`src/sv/dhtg_pkg.sv`:
```
// ----------------------------------------------------------------------------
// dhtg_pkg
// Shared widths, register indexes, reset values and sine polynomial
// constants for the decaying harmonic tone generator.
// ----------------------------------------------------------------------------
package dhtg_pkg;

  // Configuration port
  localparam int CFG_IDX_W  = 2;
  localparam int CFG_DATA_W = 24;

  localparam logic [CFG_IDX_W-1:0] CFG_SAMPLE_RATE = 2'd0;
  localparam logic [CFG_IDX_W-1:0] CFG_PHASE_STEP  = 2'd1;
  localparam logic [CFG_IDX_W-1:0] CFG_DECAY_COEFF = 2'd2;

  // Field and register widths
  localparam int CNT_W    = 18;
  localparam int STEP_W   = 24;
  localparam int DECAY_W  = 16;
  localparam int ENV_W    = 16;
  localparam int SAMPLE_W = 16;

  // Register reset values
  localparam logic [CNT_W-1:0]   SAMPLE_RATE_RST = 18'd44100;
  localparam logic [STEP_W-1:0]  PHASE_STEP_RST  = 24'd167392;
  localparam logic [DECAY_W-1:0] DECAY_COEFF_RST = 16'd65523;

  localparam logic [ENV_W-1:0] ENV_FULL = 16'hFFFF;

  // Shared multiplier: 18x18 signed
  localparam int MUL_W  = 18;
  localparam int PROD_W = 2 * MUL_W;

  // Sine approximation, angle in units of 2^-17 of a full turn, Q1.15 arithmetic
  localparam int ANG_W = 17;
  localparam int X_W   = 16;
  localparam logic [X_W:0]   QUAD_SPAN = 17'd32768;
  localparam logic [X_W-1:0] SIN_C1    = 16'd51472;
  localparam logic [X_W-1:0] SIN_C3    = 16'd21024;
  localparam logic [X_W-1:0] SIN_C5    = 16'd2320;
  localparam logic [X_W-1:0] SIN_MAX   = 16'd32767;

  // Harmonic sum is divided by 2^SUM_SHIFT
  localparam int SUM_SHIFT = 3;

endpackage

```
`src/sv/dhtg_ram.sv`:
```
// ----------------------------------------------------------------------------
// dhtg_ram
// Generic single-port-write, single-port-read RAM with registered read.
// ----------------------------------------------------------------------------
module dhtg_ram #(
  parameter int WIDTH = 8,
  parameter int DEPTH = 2
) (
  input  logic                                       clk,
  input  logic                                       we,
  input  logic [((DEPTH > 1) ? $clog2(DEPTH) : 1)-1:0] waddr,
  input  logic [WIDTH-1:0]                           wdata,
  input  logic                                       re,
  input  logic [((DEPTH > 1) ? $clog2(DEPTH) : 1)-1:0] raddr,
  output logic [WIDTH-1:0]                           rdata
);

  logic [WIDTH-1:0] mem [DEPTH];

  always_ff @(posedge clk) begin
    if (we) begin
      mem[waddr] <= wdata;
    end
    if (re) begin
      rdata <= mem[raddr];
    end
  end

endmodule

```
`src/sv/decaying_harmonic_tone_generator.sv`:
```
// ----------------------------------------------------------------------------
// decaying_harmonic_tone_generator
// Additive sine synth: harmonics 1..HARMONIC_COUNT of a phase accumulator,
// summed, divided by 8 and scaled by an exponentially decaying envelope.
// ----------------------------------------------------------------------------
//
//  channel   signals                          dir  beat
//  --------  -------------------------------  ---  ---------------------------
//  in        in_valid, in_stall, trigger      in   one sample tick
//  out       out_valid, out_stall, sample_out out  one Q1.15 sample
//  cfg       cfg_valid, cfg_ready,            in   one register write
//            cfg_index, cfg_data
//
//  A tick is accepted only while the sequencer is idle, so the next tick waits
//  until the last one's sample has been written out: one shared 18x18
//  multiplier runs four products per harmonic plus the envelope decay and the
//  final scaling, one per cycle.
//  Note state (counter, phase, envelope) lives in a one-entry RAM; it is read
//  on accept and written back in the last step, and the read of the next
//  item always comes in a later cycle, so no forwarding is needed.
//  Reset is synchronous; a flag marks the state RAM as unwritten so it reads
//  as zero without a clearing pass.
//  A result waiting in the output register does not stop the next accept;
//  the sequencer waits in its last step only if that register is full and stalled.
//
module decaying_harmonic_tone_generator #(
  parameter int SINE_TABLE_DEPTH = 1024,  // power of two, 256..16384
  parameter int PHASE_BITS       = 24,    // 16..32
  parameter int HARMONIC_COUNT   = 4      // 1..8
) (
  input  logic                           clk,
  input  logic                           rst,
  // sample tick
  input  logic                           in_valid,
  output logic                           in_stall,
  input  logic                           trigger,
  // output sample
  output logic                           out_valid,
  input  logic                           out_stall,
  output logic signed [dhtg_pkg::SAMPLE_W-1:0] sample_out,
  // configuration
  input  logic                           cfg_valid,
  output logic                           cfg_ready,
  input  logic [dhtg_pkg::CFG_IDX_W-1:0] cfg_index,
  input  logic [dhtg_pkg::CFG_DATA_W-1:0] cfg_data
);

  import dhtg_pkg::*;

  localparam int LOG2D  = $clog2(SINE_TABLE_DEPTH);
  localparam int HW     = (HARMONIC_COUNT > 1) ? $clog2(HARMONIC_COUNT) : 1;
  localparam int SUM_W  = X_W + 1 + $clog2(HARMONIC_COUNT) + 1;
  localparam int WORD_W = CNT_W + PHASE_BITS + ENV_W;

  localparam logic [HW-1:0] H_LAST = HW'(HARMONIC_COUNT - 1);

  // sequencer codes
  localparam logic [3:0] S_IDLE  = 4'd0;
  localparam logic [3:0] S_READ  = 4'd1;
  localparam logic [3:0] S_X     = 4'd2;
  localparam logic [3:0] S_M2    = 4'd3;
  localparam logic [3:0] S_M3    = 4'd4;
  localparam logic [3:0] S_M4    = 4'd5;
  localparam logic [3:0] S_ACC   = 4'd6;
  localparam logic [3:0] S_ENV   = 4'd7;
  localparam logic [3:0] S_SCALE = 4'd8;
  localparam logic [3:0] S_OUT   = 4'd9;

  // ---- configuration registers ----
  logic [CNT_W-1:0]   sample_rate;
  logic [STEP_W-1:0]  phase_step;
  logic [DECAY_W-1:0] decay_coeff;

  assign cfg_ready = 1'b1;

  always_ff @(posedge clk) begin
    if (rst) begin
      sample_rate <= SAMPLE_RATE_RST;
      phase_step  <= PHASE_STEP_RST;
      decay_coeff <= DECAY_COEFF_RST;
    end else if (cfg_valid && cfg_ready) begin
      case (cfg_index)
        CFG_SAMPLE_RATE: sample_rate <= cfg_data[CNT_W-1:0];
        CFG_PHASE_STEP:  phase_step  <= cfg_data[STEP_W-1:0];
        CFG_DECAY_COEFF: decay_coeff <= cfg_data[DECAY_W-1:0];
        default: ;  // unknown index: dropped
      endcase
    end
  end

  // ---- control state ----
  logic [3:0]    state;
  logic [HW-1:0] h_idx;
  logic          init_done;  // state RAM written at least once

  wire in_acc  = in_valid && !in_stall;
  wire out_acc = out_valid && !out_stall;
  wire out_free = !out_valid || !out_stall;

  assign in_stall = (state != S_IDLE);

  // ---- working registers (payload, no reset) ----
  logic                    trig;
  logic [CNT_W-1:0]        counter;
  logic [PHASE_BITS-1:0]   phase_acc;
  logic [PHASE_BITS-1:0]   ph;        // phase of current harmonic
  logic [ENV_W-1:0]        env;
  logic [X_W-1:0]          x;
  logic [X_W-1:0]          x2;
  logic                    neg;       // lower half of the cycle
  logic signed [SUM_W-1:0] sum;
  logic signed [MUL_W-1:0] s_div;
  logic signed [PROD_W-1:0] prod;

  // ---- state RAM ----
  logic [WORD_W-1:0] rd_word;
  logic [WORD_W-1:0] wr_word;
  logic              ram_we;

  dhtg_ram #(
    .WIDTH(WORD_W),
    .DEPTH(1)
  ) u_state_ram (
    .clk  (clk),
    .we   (ram_we),
    .waddr(1'b0),
    .wdata(wr_word),
    .re   (in_acc),
    .raddr(1'b0),
    .rdata(rd_word)
  );

  logic [CNT_W-1:0]      rd_cnt;
  logic [PHASE_BITS-1:0] rd_phase;
  logic [ENV_W-1:0]      rd_env;

  always_comb begin
    rd_cnt   = '0;
    rd_phase = '0;
    rd_env   = '0;
    if (init_done) begin
      rd_cnt   = rd_word[WORD_W-1 -: CNT_W];
      rd_phase = rd_word[ENV_W +: PHASE_BITS];
      rd_env   = rd_word[ENV_W-1:0];
    end
  end

  // ---- sine angle of the current harmonic ----
  // table index = top LOG2D bits of the phase; angle in units of 2^-17 of a full turn
  logic [ANG_W-1:0] ang;
  logic [X_W-1:0]   x_c;

  assign ang = {ph[PHASE_BITS-1 -: LOG2D], {(ANG_W - LOG2D){1'b0}}};

  always_comb begin
    if (ang[ANG_W-2]) begin
      x_c = X_W'(QUAD_SPAN - {2'b00, ang[ANG_W-3:0]});  // mirrored quadrant
    end else begin
      x_c = {1'b0, ang[ANG_W-3:0]};
    end
  end

  // ---- shared multiplier operand select ----
  logic [X_W-1:0]          x2_c;
  logic [X_W-1:0]          t_c;
  logic [X_W-1:0]          v_c;
  logic [ENV_W-1:0]        env_c;
  logic signed [MUL_W-1:0] mul_a;
  logic signed [MUL_W-1:0] mul_b;

  assign x2_c  = prod[30:15];
  assign t_c   = SIN_C3 - prod[30:15];
  assign v_c   = SIN_C1 - prod[30:15];
  assign env_c = prod[31:16];

  always_comb begin
    case (state)
      S_X: begin
        mul_a = $signed({2'b00, x_c});
        mul_b = $signed({2'b00, x_c});
      end
      S_M2: begin
        mul_a = $signed({2'b00, SIN_C5});
        mul_b = $signed({2'b00, x2_c});
      end
      S_M3: begin
        mul_a = $signed({2'b00, x2});
        mul_b = $signed({2'b00, t_c});
      end
      S_M4: begin
        mul_a = $signed({2'b00, x});
        mul_b = $signed({2'b00, v_c});
      end
      S_ENV: begin
        mul_a = $signed({2'b00, env});
        mul_b = $signed({2'b00, decay_coeff});
      end
      S_SCALE: begin
        mul_a = s_div;
        mul_b = $signed({2'b00, env_c});
      end
      S_OUT: begin
        mul_a = s_div;
        mul_b = $signed({2'b00, env});
      end
      default: begin
        mul_a = '0;
        mul_b = '0;
      end
    endcase
  end

  always_ff @(posedge clk) begin
    prod <= mul_a * mul_b;
  end

  // ---- harmonic accumulate ----
  logic [X_W:0]            y_raw;
  logic [X_W-1:0]          y_sat;
  logic signed [SUM_W-1:0] y_term;

  assign y_raw  = prod[31:15];
  assign y_sat  = (y_raw > {1'b0, SIN_MAX}) ? SIN_MAX : y_raw[X_W-1:0];
  assign y_term = neg ? -$signed(SUM_W'(y_sat)) : $signed(SUM_W'(y_sat));

  // sum / 8, rounded toward zero
  logic signed [SUM_W-1:0] sum_adj;
  assign sum_adj = sum + (sum[SUM_W-1] ? SUM_W'((1 << SUM_SHIFT) - 1) : SUM_W'(0));

  // ---- final scale: prod / 65536 toward zero, then saturate ----
  logic signed [PROD_W-1:0] prod_adj;
  logic signed [PROD_W-17:0] q;
  logic signed [SAMPLE_W-1:0] q_sat;

  assign prod_adj = prod + (prod[PROD_W-1] ? PROD_W'(65535) : PROD_W'(0));
  assign q        = prod_adj[PROD_W-1:16];

  always_comb begin
    if (q > $signed((PROD_W-16)'(32767))) begin
      q_sat = 16'sh7FFF;
    end else if (q < -$signed((PROD_W-16)'(32768))) begin
      q_sat = -16'sh8000;
    end else begin
      q_sat = q[SAMPLE_W-1:0];
    end
  end

  // ---- counter / phase advance for write-back ----
  logic [CNT_W-1:0]      cnt_inc;
  logic                  wrap;
  logic [PHASE_BITS-1:0] step_ext;

  assign cnt_inc  = counter + 1'b1;
  assign wrap     = (cnt_inc >= sample_rate);
  assign step_ext = PHASE_BITS'(phase_step);

  assign wr_word = wrap ? {{CNT_W{1'b0}}, {PHASE_BITS{1'b0}}, env}
                        : {cnt_inc, phase_acc + step_ext, env};
  assign ram_we  = (state == S_OUT) && out_free;

  // ---- sequencer ----
  always_ff @(posedge clk) begin
    if (rst) begin
      state     <= S_IDLE;
      init_done <= 1'b0;
      out_valid <= 1'b0;
      h_idx     <= '0;
    end else begin
      // a new beat loads the output register in the same cycle it drains
      if (state == S_OUT && out_free) begin
        out_valid <= 1'b1;
      end else if (out_acc) begin
        out_valid <= 1'b0;
      end
      case (state)
        S_IDLE: begin
          if (in_acc) begin
            state <= S_READ;
          end
        end
        S_READ: begin
          h_idx <= '0;
          state <= S_X;
        end
        S_X:   state <= S_M2;
        S_M2:  state <= S_M3;
        S_M3:  state <= S_M4;
        S_M4:  state <= S_ACC;
        S_ACC: begin
          if (h_idx == H_LAST) begin
            state <= S_ENV;
          end else begin
            h_idx <= h_idx + 1'b1;
            state <= S_X;
          end
        end
        S_ENV:   state <= S_SCALE;
        S_SCALE: state <= S_OUT;
        S_OUT: begin
          if (out_free) begin
            init_done <= 1'b1;
            state     <= S_IDLE;
          end
        end
        default: state <= S_IDLE;
      endcase
    end
  end

  // datapath registers
  always_ff @(posedge clk) begin
    if (in_acc) begin
      trig <= trigger;
    end
    case (state)
      S_READ: begin
        counter   <= trig ? '0 : rd_cnt;
        phase_acc <= trig ? '0 : rd_phase;
        ph        <= trig ? '0 : rd_phase;
        env       <= trig ? ENV_FULL : rd_env;
        sum       <= '0;
      end
      S_X: begin
        x   <= x_c;
        neg <= ang[ANG_W-1];
      end
      S_M2: x2 <= x2_c;
      S_ACC: begin
        sum <= sum + y_term;
        ph  <= ph + phase_acc;  // next harmonic: phase * (h+1) mod 2^P
      end
      S_ENV: s_div <= MUL_W'(sum_adj >>> SUM_SHIFT);
      S_SCALE: env <= env_c;
      S_OUT: begin
        if (out_free) begin
          sample_out <= q_sat;
        end
      end
      default: ;
    endcase
  end

endmodule

```
`config.mk`:
```
export PLATFORM = sky130hd
export DESIGN_NAME = decaying_harmonic_tone_generator
export DESIGN_NICKNAME = d
export VERILOG_FILES = /design/src/sv/dhtg_pkg.sv /design/src/sv/dhtg_ram.sv /design/src/sv/decaying_harmonic_tone_generator.sv
export SDC_FILE = /design/constraint.sdc
export NUM_CORES = 2
export LEC_CHECK = 0
export ABC_AREA = 1
export BUFFER_PORTS_ARGS = -buffer_cell sky130_fd_sc_hd__buf_2
export CAP_MARGIN = 25
export CORE_MARGIN = 5
export CORE_UTILIZATION = 45
export CTS_BUF_LIST = sky130_fd_sc_hd__clkbuf_8
export DETAILED_ROUTE_END_ITERATION = 8
export PLACE_DENSITY_LB_ADDON = 0.3
export SETUP_SLACK_MARGIN = 0.15
export SLEW_MARGIN = 40
export SYNTH_ARGS = -nofsm -noshare
export SYNTH_HDL_FRONTEND = slang
export SYNTH_SLANG_ARGS = --single-unit
export TNS_END_PERCENT = 5
```
`constraint.sdc`:
```
create_clock -name clk -period 15 [get_ports clk]
set_input_delay 0.75 -clock clk [delete_from_list [all_inputs] [get_ports clk]]
set_output_delay 0.75 -clock clk [all_outputs]
set_load 0.05 [all_outputs]
```
## Word-level counts from Yosys, hierarchy flattened

Memories as Yosys holds them, arrays and structs flattened. A register that Yosys moved wholly into a read port is not among the register bits.
Index checks and enable logic that the tools add are counted.

| operators by class | value |
|---|---|
| reductions and logical operators | 21 |
| bitwise logic cells | 1 |
| equal/unequal tests | 15 |
| $lt $le $gt $ge | 4 |
| multipliers | 1 |
| $add $sub $neg | 11 |
| mux-type cells | 26 |

Operators by type and width:

| cell | count |
|---|---|
| 16-bit one-hot mux with 7 select lines | 1 |
| 18-bit one-hot mux with 6 select lines | 1 |
| 16-bit 2-to-1 mux | 6 |
| 58-bit 2-to-1 mux | 1 |
| 24-bit adder | 2 |
| 24-bit 2-to-1 mux | 2 |
| 24-bit one-hot mux with 2 select lines | 1 |
| 20-bit one-hot mux with 2 select lines | 1 |
| 4-bit one-hot mux with 10 select lines | 1 |
| 36-bit by 17-bit adder with 36-bit output | 1 |
| 18-bit by 17-bit multiplier with 35-bit output | 1 |
| 16-bit one-hot mux with 2 select lines | 1 |
| 20-bit adder | 1 |
| 20-bit by 4-bit adder with 20-bit output | 1 |
| 20-bit by 16-bit greater-than comparator with 1-bit output (second input constant) | 1 |
| 20-bit by 16-bit < comparator with 1-bit output (second input constant) | 1 |
| 20-bit 2-to-1 mux | 1 |
| 16-bit negation with 20-bit output | 1 |
| 18-bit by 1-bit adder with 18-bit output (second input constant) | 1 |
| 18-bit >= comparator | 1 |
| 17-bit by 15-bit greater-than comparator with 1-bit output (second input constant) | 1 |
| 4-bit by 3-bit equality test with 1-bit output (second input constant) | 4 |
| 15-bit by 16-bit subtractor with 16-bit output (first input constant) | 1 |
| 16-bit by 15-bit subtractor with 16-bit output (first input constant) | 1 |
| 23 further kinds | 45 |

| storage, ports and cells | value |
|---|---|
| bits in writable memories | 58 |
| memories | 1 |
| bits in registers | 271 |
| input port bits | 32 |

Memory list:

| memory | words | width | rd ports | clocked after Yosys merged registers in | wr ports | RTL line | source |
|---|---|---|---|---|---|---|---|
| u_state_ram.mem | 1 | 58 | 1 | 1 | 1 | dhtg_ram.sv:18 | `logic [WIDTH-1:0] mem [DEPTH];` |

## Depth between registers and ports, before layout

| logic depth | value |
|---|---|
| depth in word-level cells | 6 |
| gate-level depth with buffers | 40 |
| depth with buffers taken out | 39 |

## Hierarchy

A second synthesis with hierarchy kept.

| second synthesis, totals | value |
|---|---|
| cell total of the unflattened synthesis | 3,549 |
| area, all modules | 31,056.0 um^2 |

Modules (own cells, without submodules):

| module | area each (um^2) | cells each | seq. area each (um^2) | times used |
|---|---|---|---|---|
| decaying_harmonic_tone_generator | 27,572.7 | 3,433 | 6,886.6 | 1 |
| dhtg_ram | 3,483.3 | 116 | 3,483.3 | 1 |

## Worst setup path after synthesis

Ideal clock, no wire load.

| path | value |
|---|---|
| path type | reg-to-reg |
| start | register state[3] |
| end | register prod[34] |
| data required time | 14.879 ns |
| setup time | 0.121 ns |
| cell stages (with the launch flop) | 30 |
| data arrival time | 6.879 ns |
| path buffers | 2 |
| slack | 7.999 ns |
| path through | dfxtp_1 > nor2_1 > inv_2 > nor2_2 > inv_2 > buf_2 > o21ai_0 > a211oi_1 > nand2_1 > buf_2 > nand2_1 > fa_1 > fa_1 > inv_1 > fa_1 > inv_1 > fa_1 > inv_1 > fa_1 > inv_1 > fa_1 > inv_1 > ha_1 > inv_1 > nor3_1 > inv_1 > nor2_1 > a2111oi_0 > nand2_1 > xor2_1 |

| between the ends | value |
|---|---|
| cells in the longest elaborated chain, start to end | 4 |

Ends and longest elaborated chain:

| item | RTL line | source |
|---|---|---|
| from (decl) | decaying_harmonic_tone_generator.sv:92 | `logic [3:0] state;` |
| from (signal assigned) | decaying_harmonic_tone_generator.sv:264 | `state <= S_IDLE;` |
| from (signal assigned) | decaying_harmonic_tone_generator.sv:278 | `state <= S_READ;` |
| from (signal assigned) | decaying_harmonic_tone_generator.sv:283 | `state <= S_X;` |
| 4-bit equality test | decaying_harmonic_tone_generator.sv:177 | `case (state)` |
| 2-bit OR reduction (no source line) | n/a |  |
| 18-bit one-hot mux with 6 select lines | decaying_harmonic_tone_generator.sv:177 |  |
| 18-bit by 17-bit multiplier with 35-bit output * | decaying_harmonic_tone_generator.sv:214 | `prod <= mul_a * mul_b;` |
| to (signal assigned) | decaying_harmonic_tone_generator.sv:214 |  |
| to (decl) | decaying_harmonic_tone_generator.sv:113 | `logic signed [PROD_W-1:0] prod;` |

Mark *: on every way between the ends. The rest lies on a longest branch, timed or not.
A chain may end at the register's enable or synchronous reset.

## Final worst setup path

| path | value |
|---|---|
| start | register state[1] |
| end | register prod[34] |

The elaborated chain is that of the path after synthesis.

==> impl_metrics.env <==
export IMPL_status="finished clean"
export IMPL_synth_compound_area_frac=0.0929
export IMPL_viasPerCell=5.25
export IMPL_place_ws_ns=6.87
export IMPL_worst_slack_ns=6.72
export IMPL_initialDrtViolationCount=2245
export IMPL_nFillCells=6676
export IMPL_final_antenna_net_count=0
export IMPL_core_rowCount=96
export IMPL_ys_async_sr_fraction=0
export IMPL_multi_input_area_um2=18000
export IMPL_muxShareOfSynthArea=0
export IMPL_cp_slowest_cell="fa_1"
export IMPL_clk_pin_slew_worst_paths_ns=0.07
export IMPL_critPathCaptureType="flop"
export IMPL_syn_cell_area_um2=31400
export IMPL_dr_pass1_iters=6
export IMPL_start_util=0.455
export IMPL_critPathMaxStageDelay_ns=0.70
export IMPL_cp_start_kind="flop"
export IMPL_post_cts_buffers=0
export IMPL_synth_cell_types=66
export IMPL_slew_headroom=0.389
export IMPL_synth_seq_cells=379
export IMPL_synth_simple_area_share=0.192
export IMPL_cts_buffers=60
export IMPL_finalClockSkew_ns=0.0519
export IMPL_synth_edf_count=278
export IMPL_required_ns=15.50
export IMPL_leakage_nw=16.1
export IMPL_synth_xor_area_frac=0.0259
export IMPL_setup_viol=0
export IMPL_htreeDepth=2
export IMPL_clkSinkCount=379
export IMPL_syn_nets=4181
export IMPL_routedWlPerCell_um=18.7
export IMPL_grt_setup_unrepaired="no"
export IMPL_antenna_found_initial=0
export IMPL_slew_violations=0
export IMPL_grt_pass1_wl_um=139000
export IMPL_area_growth_pct=8.00
export IMPL_vias=24700
export IMPL_path_common_cell="inv_1"
export IMPL_yosysSeqAreaShare=0.330
export IMPL_arrival_ns=8.77
export IMPL_overflow=0
export IMPL_holdWs_ns=0.280
export IMPL_io_pins=51
export IMPL_finalWirelength_um=88100
export IMPL_tightestPinTransition_ns=0.917
export IMPL_dieWidth_um=274
export IMPL_synthFlopType="edfxtp_1"
export IMPL_power_w=0.00358
export IMPL_power_density_nw_per_um2=105
export IMPL_num_antenna_cells=0
export IMPL_fin_crit_ns=8.28
export IMPL_cts_root_buf="clkbuf_8"
export IMPL_grt_pass1_vias=24900
export IMPL_yosysWarningCount=0
export IMPL_die_area_um2=75200
export IMPL_die_h_um=274
export IMPL_seq_area_um2=10400
export IMPL_synth_top_family_by_area="adder cells"
export IMPL_groute_usage_overall=0.236
export IMPL_vdd_drop_max_mv=0.0754
export IMPL_clock_fmax_ghz=0.121
export IMPL_final_hold_viol_count=0
export IMPL_critPathKind="reg -> reg"
export IMPL_synthAdderAreaFrac=0.261
export IMPL_syn_inst=3666
export IMPL_clock_path_buffers=3
export IMPL_ctsResizeCount=0
export IMPL_gp_congestion=0.959
export IMPL_clock_latency_ns=0.67
export IMPL_fin_util=0.492
export IMPL_grt_max_degree=76
export IMPL_portBuffers=49
export IMPL_postSynthAreaPerCell_um2=8.57
export IMPL_tns_ns=0
export IMPL_crit_fanout=11
export IMPL_finalCritPeriodShare=0.552
export IMPL_post_route_cells_drive_above_1_share=0.0774
export IMPL_cts_tree="built"
export IMPL_hpwl_um=68600
export IMPL_hp_class="in -> reg"
export IMPL_core_um2=68900
export IMPL_holdBufCountCts=0
export IMPL_cap_viol_max_count=0
export IMPL_drc=0
export IMPL_nets=4238
[Yosys cell counts, types with 6 or more instances]
master    instances  area, µm²
nand2_1         725       2720
inv_1           680       2550
nor2_1          368       1380
fa_1            286       5730
edfxtp_1        278       8350
a21oi_1         212       1060
ha_1            197       2460
o21ai_0         159        796
nand3_1         132        661
dfxtp_1         101       2020
xor2_1           67        587
clkbuf_1         44        165
nor3_1           39        195
nand4_1          34        213
buf_2            26        130
xnor2_1          26        228
nor2_2           23        144
nand2_2          22        138
o211ai_1         20        150
inv_2            18       67.6
o21bai_1         18        135
or2_2            17        106
a21o_1           16        120
a211oi_1         14        105
a31oi_1          13       81.3
and2_1           13       81.3
a221oi_1          9       78.8
a22o_1            9       78.8
buf_6             9        101
o21a_1            7       52.6
nor3_2            6       60.1
[layout make-up]
class                           count  area share
Tap cell                          931      0.0343
Clock buffer                       66      0.0268
Sequential cell                   379       0.306
Multi-Input combinational cell   2496       0.530
Inverter                          704      0.0781
Timing Repair Buffer               82      0.0146
Clock inverter                     47     0.00989
[critical path: cells and delay by family, from the launching register on]
| family | cells | cell delay [ns] |
|---|---|---|
| simple gates | 12 | 1.96 |
| xor+xnor | 1 | 0.16 |
| compound gates | 2 | 0.60 |
| buf+inv | 10 | 1.21 |
| flops | 1 | 0.37 |
| fa+ha+maj | 7 | 3.79 |
[layout by cell type, fill, tap and decap left out, types with 10 or more instances in the layout]
cell type / instances
nand2_1: 724
inv_1: 696
nor2_1: 364
fa_1: 286
edfxtp_1: 278
a21oi_1: 212
ha_1: 197
o21ai_0: 158
nand3_1: 132
dfxtp_1: 100
xor2_1: 67
clkbuf_8: 66
buf_2: 49
nor3_1: 38
nand4_1: 34
buf_4: 32
xnor2_1: 26
nand2_2: 23
nor2_2: 23
o211ai_1: 20
inv_2: 18
o21bai_1: 18
or2_2: 17
a21o_1: 16
clkinv_1: 15
a211oi_1: 14
and2_1: 13
a31oi_1: 13
clkinv_2: 10
[logic make-up (layout without fill, tap and decap cells)]
kind of cell | Yosys count | in the layout
XOR/XNOR | 93 | 93
AO/OA/AOI/OAI | 507 | 507
flip-flops | 379 | 379
AND/OR/NAND/NOR | 1412 | 1412
adder cells (fa/ha/maj) | 483 | 483
other | 1 | 1
buffers and inverters | 791 | 899
[power breakdown]
group | switching [W] | internal, W
logic | 0.000883 | 0.000381
registers | 0.000104 | 0.00128
clock network | 0.000445 | 0.000480
[final timing paths]
check | to | cells after the start | from | slack, ns
setup / recovery | prod[34]$_DFF_P_ | 32 | state[1]$_SDFFE_PP0P_ | 6.72
hold / removal | trig$_DFFE_PP_ | 1 | trigger | 0.28
setup reg to reg | prod[34]$_DFF_P_ | 32 | state[1]$_SDFFE_PP0P_ | 6.72
hold reg to reg | u_state_ram.rdata[16]$_DFFE_PP_ | 0 | u_state_ram.mem[0][16]$_SDFFCE_PP0P_ | 0.41
[per-layer routing]
metal  up-vias  wire length (µm)  part of all wire  GRT usage
li1      11800                 -                 -          -
met1     11800             38900              0.44      0.336
met3       175              7090             0.080     0.0438
met2       922             38600              0.44      0.365
met5         -                 0                 0          0
met4         0              3490             0.040     0.0778
[through the flow]
stage / cells / cell area [µm²]
global placement: 4592 / 32700
detailed placement: 4592 / 32700
CTS: 4705 / 33900
finish: 4705 / 33900
global route: 4705 / 33900
floorplan: 3666 / 31400
[flip-flops by register name, indices dropped and copies added (netlist names), 2 cells and up]
signal and cells:
x 9, sample_rate 18, phase_step 24, state 4
sum 20, s_div 17, ph 24, phase_acc 24
sample_out 16, h_idx 2, x2 16, u_state_ram.rdata 58
u_state_ram.mem 58, prod 35, decay_coeff 16, env 16
counter 18
Power figures use the tool's default switching activity.
